$ cat src/design/assert_macros.svh
// Assertion macros shared by the stopwatch RTL.
// Depends on nothing; included by the modules that carry assertions.
`ifndef ASSERT_MACROS_SVH
`define ASSERT_MACROS_SVH
`ifndef SYNTHESIS
// Clocked assertion that is ignored while the reset is held.
`define ASSERT_RST(lbl, clk, rst_n, prop, msg) \
    lbl: assert property (@(posedge clk) disable iff (!rst_n) prop) else $error(msg);
// Clocked assertion that is checked on every edge.
`define ASSERT_ALW(lbl, clk, prop, msg) \
    lbl: assert property (@(posedge clk) prop) else $error(msg);
`else
`define ASSERT_RST(lbl, clk, rst_n, prop, msg)
`define ASSERT_ALW(lbl, clk, prop, msg)
`endif
`endif

$ cat src/design/swc_pkg.sv
// Types, constants and the segment decoder of the stopwatch.
// Depends on nothing; used by the top level, swc_timer and swc_display.
package swc_pkg;

    // Divider top after reset.
    localparam logic [15:0] CMP_RESET = 16'd62500;
    // Decimal point bit of the segment pattern.
    localparam logic [7:0] DP_BIT = 8'b1000_0000;
    // Scan position of the digit that shows the decimal point.
    localparam logic [1:0] SCAN_DP_POS = 2'd1;
    // Scan positions of the three leading digits; the seconds ones digit takes the last.
    localparam logic [1:0] SCAN_MIN_TENS = 2'd0;
    localparam logic [1:0] SCAN_MIN_ONES = 2'd1;
    localparam logic [1:0] SCAN_SEC_TENS = 2'd2;

    // What the counter hands to the display stage for one item.
    typedef struct packed {
        logic [3:0] digit;
        logic [1:0] scan_pos;
        logic       running;
    } t_disp_req;

    // Seven-segment pattern (a..g in bits 0..6) of one BCD digit.
    function automatic logic [7:0] seg_decode(input logic [3:0] digit);
        logic [7:0] seg;
        case (digit)
            4'd0: seg = 8'b0011_1111;
            4'd1: seg = 8'b0000_0110;
            4'd2: seg = 8'b0101_1011;
            4'd3: seg = 8'b0100_1111;
            4'd4: seg = 8'b0110_0110;
            4'd5: seg = 8'b0110_1101;
            4'd6: seg = 8'b0111_1101;
            4'd7: seg = 8'b0000_0111;
            4'd8: seg = 8'b0111_1111;
            4'd9: seg = 8'b0110_1111;
            default: seg = 8'b0000_0000;
        endcase
        return seg;
    endfunction

endpackage

$ cat src/design/swc_in_if.sv
// Input channel of the stopwatch: one clock sample per item.
// Depends on nothing.
interface swc_in_if;
    logic valid;
    logic ready;
    logic timer_tick;
    logic scan_step;
    logic start_pin;
    logic reset_pin;

    modport source (output valid, timer_tick, scan_step, start_pin, reset_pin,
                    input ready);
    modport sink   (input valid, timer_tick, scan_step, start_pin, reset_pin,
                    output ready);
endinterface

$ cat src/design/swc_out_if.sv
// Result channel of the stopwatch: one scanned digit per item.
// Depends on nothing.
interface swc_out_if;
    logic       valid;
    logic       ready;
    logic [7:0] segments;
    logic [3:0] digit_enable_n;
    logic       running_led;

    modport source (output valid, segments, digit_enable_n, running_led, input ready);
    modport sink   (input valid, segments, digit_enable_n, running_led, output ready);
endinterface

$ cat src/design/stopwatch_with_segment_scan.sv
// Top level of the mm:ss stopwatch with a four-digit multiplexed display.
// Depends on swc_pkg, swc_in_if, swc_out_if, swc_timer and swc_display.
//
// Usage: each input item is one clock sample holding a timer tick, a scan
// step and the two active-low button levels. For every item one result
// comes out: the segment pattern of the current scan digit (decimal point on
// the second digit), the active-low digit enables and the running LED.
// Write the divider top through i_cfg_wr_en / i_cfg_wr_data only while idle
// (unenforced); one second passes every compare value plus one running ticks.
// Latency: a result is valid the cycle after its item is accepted.
// Throughput: one item per cycle while the receiver takes results; the count
// update and the segment decode each take one pass of logic between the state
// registers and the result register.
// Stall: while the receiver holds ready low, the result register keeps its
// item and the input side is not ready; an item is still taken in the cycle
// the waiting result leaves.
// Reset: the count reads 00:00, the watch is stopped, the scan is on the
// leftmost digit, the divider top is 62500 and no result is pending.
module stopwatch_with_segment_scan (
    input  logic         i_clk,
    input  logic         i_rst_n,
    input  logic         i_cfg_wr_en,
    input  logic [15:0]  i_cfg_wr_data,
    swc_in_if.sink       i_item,
    swc_out_if.source    o_result
);

    swc_pkg::t_disp_req req;
    logic               can_load;
    logic               accept;

    // An item is taken when it is offered and the result register has room.
    assign i_item.ready = can_load;
    assign accept       = i_item.valid && can_load;

    swc_timer u_timer (
        .i_clk         (i_clk),
        .i_rst_n       (i_rst_n),
        .i_cfg_wr_en   (i_cfg_wr_en),
        .i_cfg_wr_data (i_cfg_wr_data),
        .i_accept      (accept),
        .i_tick        (i_item.timer_tick),
        .i_step        (i_item.scan_step),
        .i_start_pin   (i_item.start_pin),
        .i_reset_pin   (i_item.reset_pin),
        .o_req         (req)
    );

    swc_display u_display (
        .i_clk            (i_clk),
        .i_rst_n          (i_rst_n),
        .i_load           (i_item.valid),
        .i_req            (req),
        .i_out_ready      (o_result.ready),
        .o_can_load       (can_load),
        .o_valid          (o_result.valid),
        .o_segments       (o_result.segments),
        .o_digit_enable_n (o_result.digit_enable_n),
        .o_running_led    (o_result.running_led)
    );

endmodule

$ cat src/design/swc_timer.sv
// Divider, BCD mm:ss count, button latches and scan position of the stopwatch.
// Depends on swc_pkg and assert_macros.svh.
`include "assert_macros.svh"
module swc_timer (
    input  logic                 i_clk,
    input  logic                 i_rst_n,
    input  logic                 i_cfg_wr_en,
    input  logic [15:0]          i_cfg_wr_data,
    input  logic                 i_accept,
    input  logic                 i_tick,
    input  logic                 i_step,
    input  logic                 i_start_pin,
    input  logic                 i_reset_pin,
    output swc_pkg::t_disp_req   o_req
);

    logic [15:0] r_cmp;
    logic [15:0] r_div,      n_div;
    logic [3:0]  r_sec_ones, n_sec_ones, t_sec_ones;
    logic [2:0]  r_sec_tens, n_sec_tens, t_sec_tens;
    logic [3:0]  r_min_ones, n_min_ones, t_min_ones;
    logic [3:0]  r_min_tens, n_min_tens, t_min_tens;
    logic        r_running,  n_running;
    logic        r_start_lat, n_start_lat;
    logic        r_reset_lat, n_reset_lat;
    logic [1:0]  r_scan,     n_scan;
    logic        run_tick;
    logic        adv_sec;

    // Divider and one-second advance of the BCD count.
    always_comb begin
        run_tick   = r_running & i_tick;
        adv_sec    = run_tick & (r_div == r_cmp);
        t_sec_ones = r_sec_ones;
        t_sec_tens = r_sec_tens;
        t_min_ones = r_min_ones;
        t_min_tens = r_min_tens;
        if (adv_sec) begin
            n_div = '0;
        end else if (run_tick) begin
            n_div = r_div + 16'd1;
        end else begin
            n_div = r_div;
        end
        if (adv_sec) begin
            if (r_sec_ones < 4'd9) begin
                t_sec_ones = r_sec_ones + 4'd1;
            end else begin
                t_sec_ones = '0;
                if (r_sec_tens < 3'd5) begin
                    t_sec_tens = r_sec_tens + 3'd1;
                end else begin
                    t_sec_tens = '0;
                    if (r_min_ones < 4'd9) begin
                        t_min_ones = r_min_ones + 4'd1;
                    end else begin
                        t_min_ones = '0;
                        if (r_min_tens < 4'd9) begin
                            t_min_tens = r_min_tens + 4'd1;
                        end else begin
                            t_min_tens = '0;
                        end
                    end
                end
            end
        end
    end

    // Buttons act after the tick; the scan moves on after the output.
    always_comb begin
        n_sec_ones  = t_sec_ones;
        n_sec_tens  = t_sec_tens;
        n_min_ones  = t_min_ones;
        n_min_tens  = t_min_tens;
        n_running   = r_running;
        n_start_lat = r_start_lat;
        n_reset_lat = r_reset_lat;
        n_scan      = i_step ? r_scan + 2'd1 : r_scan;
        if (!i_start_pin || !i_reset_pin) begin
            if (!r_start_lat && !r_reset_lat) begin
                if (!i_start_pin) begin
                    n_start_lat = 1'b1;
                    n_running   = ~r_running;
                end
                if (!i_reset_pin) begin
                    n_reset_lat = 1'b1;
                    n_sec_ones  = '0;
                    n_sec_tens  = '0;
                    n_min_ones  = '0;
                    n_min_tens  = '0;
                end
            end
        end else begin
            n_start_lat = 1'b0;
            n_reset_lat = 1'b0;
        end
    end

    // Digit shown for this item, taken from the count after the tick.
    always_comb begin
        case (r_scan)
            swc_pkg::SCAN_MIN_TENS: o_req.digit = t_min_tens;
            swc_pkg::SCAN_MIN_ONES: o_req.digit = t_min_ones;
            swc_pkg::SCAN_SEC_TENS: o_req.digit = {1'b0, t_sec_tens};
            default:                o_req.digit = t_sec_ones;
        endcase
        o_req.scan_pos = r_scan;
        o_req.running  = r_running;
    end

    // Compare register.
    always_ff @(posedge i_clk) begin
        if (!i_rst_n) begin
            r_cmp <= swc_pkg::CMP_RESET;
        end else if (i_cfg_wr_en) begin
            r_cmp <= i_cfg_wr_data;
        end
    end

    // State update on every accepted item.
    always_ff @(posedge i_clk) begin
        if (!i_rst_n) begin
            r_div       <= '0;
            r_sec_ones  <= '0;
            r_sec_tens  <= '0;
            r_min_ones  <= '0;
            r_min_tens  <= '0;
            r_running   <= 1'b0;
            r_start_lat <= 1'b0;
            r_reset_lat <= 1'b0;
            r_scan      <= '0;
        end else if (i_accept) begin
            r_div       <= n_div;
            r_sec_ones  <= n_sec_ones;
            r_sec_tens  <= n_sec_tens;
            r_min_ones  <= n_min_ones;
            r_min_tens  <= n_min_tens;
            r_running   <= n_running;
            r_start_lat <= n_start_lat;
            r_reset_lat <= n_reset_lat;
            r_scan      <= n_scan;
        end
    end

    `ASSERT_RST(a_bcd_range, i_clk, i_rst_n, (r_sec_ones <= 4'd9) && (r_sec_tens <= 3'd5) && (r_min_ones <= 4'd9) && (r_min_tens <= 4'd9), "count left BCD range")
    `ASSERT_RST(a_div_wrap, i_clk, i_rst_n, i_accept && adv_sec |=> (r_div == 16'd0), "divider not cleared on second")
    `ASSERT_RST(a_run_hold, i_clk, i_rst_n, !i_accept |=> $stable(r_running) && $stable(r_div), "state moved without an item")

endmodule

$ cat src/design/swc_display.sv
// Segment decode and result register of the stopwatch display.
// Depends on swc_pkg and assert_macros.svh.
`include "assert_macros.svh"
module swc_display (
    input  logic               i_clk,
    input  logic               i_rst_n,
    input  logic               i_load,
    input  swc_pkg::t_disp_req i_req,
    input  logic               i_out_ready,
    output logic               o_can_load,
    output logic               o_valid,
    output logic [7:0]         o_segments,
    output logic [3:0]         o_digit_enable_n,
    output logic               o_running_led
);

    logic       r_valid;
    logic [7:0] r_seg,  n_seg;
    logic [3:0] r_den,  n_den;
    logic       r_led;

    // The register takes a new item whenever it is empty or being emptied.
    assign o_can_load = !r_valid || i_out_ready;

    // Decode of the selected digit and its enable.
    always_comb begin
        n_seg = swc_pkg::seg_decode(i_req.digit);
        if (i_req.scan_pos == swc_pkg::SCAN_DP_POS) begin
            n_seg = n_seg | swc_pkg::DP_BIT;
        end
        n_den = ~(4'b0001 << i_req.scan_pos);
    end

    // Result valid flag.
    always_ff @(posedge i_clk) begin
        if (!i_rst_n) begin
            r_valid <= 1'b0;
        end else if (o_can_load) begin
            r_valid <= i_load;
        end
    end

    // Result payload.
    always_ff @(posedge i_clk) begin
        if (i_load && o_can_load) begin
            r_seg <= n_seg;
            r_den <= n_den;
            r_led <= i_req.running;
        end
    end

    assign o_valid          = r_valid;
    assign o_segments       = r_seg;
    assign o_digit_enable_n = r_den;
    assign o_running_led    = r_led;

    `ASSERT_RST(a_one_digit, i_clk, i_rst_n, r_valid |-> $onehot(~r_den), "not exactly one digit enabled")
    `ASSERT_RST(a_dp_place, i_clk, i_rst_n, r_valid |-> (r_seg[7] == !r_den[1]), "decimal point on wrong digit")
    `ASSERT_RST(a_load_valid, i_clk, i_rst_n, i_load && o_can_load |=> r_valid, "loaded item not presented")

endmodule
$ cat src/flat_wrapper.sv
// flat-port wrapper written by rule: the top's interface ports become plain ports
module stopwatch_with_segment_scan_flat 
  (i_clk, i_rst_n, i_cfg_wr_en, i_cfg_wr_data, i_item_valid, i_item_timer_tick, i_item_scan_step, i_item_start_pin, i_item_reset_pin, i_item_ready, o_result_valid, o_result_segments, o_result_digit_enable_n, o_result_running_led, o_result_ready);
  swc_in_if i_item_i ();
  swc_out_if o_result_i ();
  input  logic i_clk;
  input  logic i_rst_n;
  input  logic i_cfg_wr_en;
  input  logic [15:0] i_cfg_wr_data;
  input wire logic [$bits(i_item_i.valid)-1:0] i_item_valid;
  input wire logic [$bits(i_item_i.timer_tick)-1:0] i_item_timer_tick;
  input wire logic [$bits(i_item_i.scan_step)-1:0] i_item_scan_step;
  input wire logic [$bits(i_item_i.start_pin)-1:0] i_item_start_pin;
  input wire logic [$bits(i_item_i.reset_pin)-1:0] i_item_reset_pin;
  output wire logic [$bits(i_item_i.ready)-1:0] i_item_ready;
  output wire logic [$bits(o_result_i.valid)-1:0] o_result_valid;
  output wire logic [$bits(o_result_i.segments)-1:0] o_result_segments;
  output wire logic [$bits(o_result_i.digit_enable_n)-1:0] o_result_digit_enable_n;
  output wire logic [$bits(o_result_i.running_led)-1:0] o_result_running_led;
  input wire logic [$bits(o_result_i.ready)-1:0] o_result_ready;
  assign i_item_i.valid = i_item_valid;
  assign i_item_i.timer_tick = i_item_timer_tick;
  assign i_item_i.scan_step = i_item_scan_step;
  assign i_item_i.start_pin = i_item_start_pin;
  assign i_item_i.reset_pin = i_item_reset_pin;
  assign i_item_ready = i_item_i.ready;
  assign o_result_valid = o_result_i.valid;
  assign o_result_segments = o_result_i.segments;
  assign o_result_digit_enable_n = o_result_i.digit_enable_n;
  assign o_result_running_led = o_result_i.running_led;
  assign o_result_i.ready = o_result_ready;
  stopwatch_with_segment_scan u_core (.i_clk(i_clk), .i_rst_n(i_rst_n), .i_cfg_wr_en(i_cfg_wr_en), .i_cfg_wr_data(i_cfg_wr_data), .i_item(i_item_i), .o_result(o_result_i));
endmodule
$ cat config.mk
export PLATFORM = sky130hd
export DESIGN_NAME = stopwatch_with_segment_scan_flat
export DESIGN_NICKNAME = d
export VERILOG_FILES = /design/src/design/swc_pkg.sv /design/src/design/swc_in_if.sv /design/src/design/swc_out_if.sv /design/src/design/stopwatch_with_segment_scan.sv /design/src/design/swc_timer.sv /design/src/design/swc_display.sv /design/src/flat_wrapper.sv
export VERILOG_INCLUDE_DIRS = /design/src /design/src/design
export SDC_FILE = /design/constraint.sdc
export NUM_CORES = 1
export LEC_CHECK = 0
export BUFFER_PORTS_ARGS = -buffer_cell sky130_fd_sc_hd__buf_2
export CAP_MARGIN = 20
export CORE_ASPECT_RATIO = 0.5
export CORE_UTILIZATION = 60
export CTS_BUF_LIST = sky130_fd_sc_hd__clkbuf_8
export DETAILED_ROUTE_END_ITERATION = 10
export GPL_TIMING_DRIVEN = 0
export HOLD_SLACK_MARGIN = 0.02
export PLACE_DENSITY = 0.85
export REMOVE_ABC_BUFFERS = 1
export SLEW_MARGIN = 10
export SYNTH_ARGS = -nofsm -noshare
export SYNTH_HDL_FRONTEND = slang
export SYNTH_HIERARCHICAL = 1
export SYNTH_SLANG_ARGS = --single-unit
$ cat constraint.sdc
create_clock -name i_clk -period 3.5 [get_ports i_clk]
set_input_delay 0.35 -clock i_clk [delete_from_list [all_inputs] [get_ports i_clk]]
set_output_delay 0.35 -clock i_clk [all_outputs]
set_load 0.03 [all_outputs]
==> flow_summary.ini <==
[sta]
fin_crit_sh_pct = 94.5
setup-violations-final = 0
finalCriticalPeriod_ns = 3.31
worst_pin_slew_ns = 0.914
fin_ws_ns = 0.193
slew_headroom_pct = 38.9
fin_skew_ns = 0.0119
rsz0062_at_grt = no
hold_viol = 0
setup_tns_ns = 0
maxSlewViolCount = 0
fmax_ghz = 0.302

[worst_setup_path]
cpLargestDelayFamily = simple AND/OR/NAND/NOR gates
crit_type = reg -> reg
endpoint_kind = flop
cp.buffers_inverters = 1
worstSetupStartpointType = flop
slowest_delay_ns = 0.51
path_cells = xnor2_1, nand4_1, or3_4, nor3_2, a211oi_1, a31oi_2, inv_1, ha_1, a21oi_2, o22ai_2
worstPathMaxFanout = 12
required_ns = 3.60
slowest_stage = or3_4
critPathArrivalTime_ns = 3.41

[finish]
postLayoutCoreUtil_pct = 72.9
drive_above_1_share_pct = 15.0
fin_cells = 545
areaGrowthSynthToFinish_pct = 11.4
final_common_cell = dfxtp_1
antenna_cells = 0
finalNetCount = 500
final_cell_mix = dfxtp_1 (53), buf_2 (39), nand2_1 (32), nor2_1 (28)

[clock_network]
cts_tree = yes
h-tree-depth = 3
postCtsSetupRepairBufs = 0
clkLatencyLatePin_ns = 0.36
cts_buffer_depth = 2
clkSinkCount = 66
postCtsHoldBufs = 0
cts_root_buffer = clkbuf_8
numCtsBuffers = 9
clk_pin_slew_ns = 0.07

[grt]
grt-ovfl-total = 0
grt_usage_pct = 25.8
antenna_found_initial = 0
grt_pass1_vias = 2867
grt_pass1_wl_um = 13100
grt_max_degree = 40

[logic_synthesis]
yosys_register_bits = 66
ys_seq_area_share_pct = 38.5
synthArstFlopShare_pct = 0
synth-edff-count = 13
yosysUniqueCellTypes = 54
synth_top_flop_cell = dfxtp_1
syn-cell-area_um2 = 3770
syn_inst = 424
avgSynthCellArea_um2 = 8.89
yosysWarnings = 6

[power_and_ir_drop]
p_leak_nw = 1.53
powerDensity_nw_per_um2 = 376
ir_drop_mv = 0.332
power_w = 0.00158

[routing]
routed_wire_length_per_instance_um = 14.3
vias_per_cell = 5.84
drt_pre_antenna_iters = 4
vias = 3181
wl_um = 7770
drt_iter0_drc = 156
ant_nets = 0
drc = 0

[floorplan]
core_area_um2 = 5750
fp-row-count = 19
chipWidth_um = 114
start_util_pct = 65.5
ioPinCount = 40
die_h_um = 58.0
dieArea_um2 = 6620

[placement]
post-dp-hpwl_um = 5440
placed_cells = 530
place_ws_ns = -0.0181
finalWeightedCongestion = 0.893
portBuffers = 39

[outcome]
status = complete, no violations

[min_path]
hold_path_class = in -> reg

[flow_run]
maxCapViolCount = 0
flip-flops by register name, indices dropped and copies added, names as in the netlist:
register	cells
u_core/u_display/o_digit_enable_n	4
u_core/u_display/o_running_led	1
u_core/u_display/o_segments	8
u_core/u_display/o_valid	1
u_core/u_timer/r_cmp	16
u_core/u_timer/r_div	16
u_core/u_timer/r_min_ones	4
u_core/u_timer/r_min_tens	4
u_core/u_timer/r_reset_lat	1
u_core/u_timer/r_running	1
u_core/u_timer/r_scan	2
u_core/u_timer/r_sec_ones	4
u_core/u_timer/r_sec_tens	3
u_core/u_timer/r_start_lat	1
Yosys cell counts (14+ instances only):
cell type	number	share of area (%)
nor2_1	29	2.9
xnor2_1	23	5.3
a21boi_0	14	2.8
nor2b_1	14	2.3
inv_1	23	2.3
nand4_1	22	3.7
ha_1	18	6.0
dfxtp_1	53	28
mux2i_1	17	4.5
nand3_1	19	2.5
nand2_1	32	3.2
o21ai_0	20	2.7
power by group:
| group | switching, W | total, W | internal [W] |
|---|---|---|---|
| sequential | 0.0000161 | 0.000814 | 0.000798 |
| clock | 0.000284 | 0.000626 | 0.000341 |
| combinational | 0.0000819 | 0.000137 | 0.0000551 |
| total | 0.000382 | 0.00158 | 0.00119 |
kinds of logic after synthesis:
logic type / Yosys count / synth area share (%)
AND/OR/NAND/NOR: 164 / 23.1
AO/OA/AOI/OAI: 82 / 14.7
flip-flops: 66 / 38.5
buffers and inverters: 41 / 4.65
XOR/XNOR: 34 / 7.90
multiplexers: 19 / 5.11
adder cells (fa/ha/maj): 18 / 5.98
final cells by class:
| cell class | count | area (um2) |
|---|---|---|
| multi-input cells | 317 | 2160 |
| clock inverters | 5 | 53.8 |
| fillers | 461 | 1560 |
| well taps | 84 | 105 |
| repair buffers | 40 | 206 |
| flip-flops and latches | 66 | 1450 |
| clock buffers | 10 | 138 |
| inverters | 23 | 86.3 |
metal layers:
| metal | share of wire (%) | global-route usage (%) |
|---|---|---|
| met5 | 0 | 0 |
| met4 | 1.0 | 9.65 |
| met3 | 5.9 | 9.10 |
| met2 | 46 | 42.1 |
| met1 | 47 | 31.9 |
worst paths after layout:
kind | from | to | slack (ns) | cells after the start
setup / recovery | u_core/u_timer/r_div[11]$_SDFFE_PN0P_ | u_core/u_display/o_segments[5]$_DFFE_PP_ | 0.19 | 10
hold / removal | i_cfg_wr_data[14] | u_core/u_timer/r_cmp[14]$_SDFFE_PN1P_ | 0.20 | 3
setup reg to reg | u_core/u_timer/r_div[11]$_SDFFE_PN0P_ | u_core/u_display/o_segments[5]$_DFFE_PP_ | 0.19 | 10
hold reg to reg | u_core/u_timer/r_cmp[2]$_SDFFE_PN1P_ | u_core/u_timer/r_cmp[2]$_SDFFE_PN1P_ | 0.50 | 2
per-stage QoR:
stage	instance area [um2]	hold WS (ns)
floorplan	3680	0.412
global placement	3980	0.479
detailed placement	4000	0.488
CTS	4190	0.187
global route	4200	0.185
finish	4200	0.205
worst min-delay path, cell delays in order:
cell	delay, ns
buf_2	0.07
mux2i_1	0.05
nand2_1	0.05
timing repair:
| action | 4_1_cts | 5_1_grt |
|---|---|---|
| resized for setup | 1 | 1 |
| endpoints found under the setup margin | 4 | 3 |
| gates cloned | 0 | 0 |
Note: power is estimated with default switching activity, not from simulation.
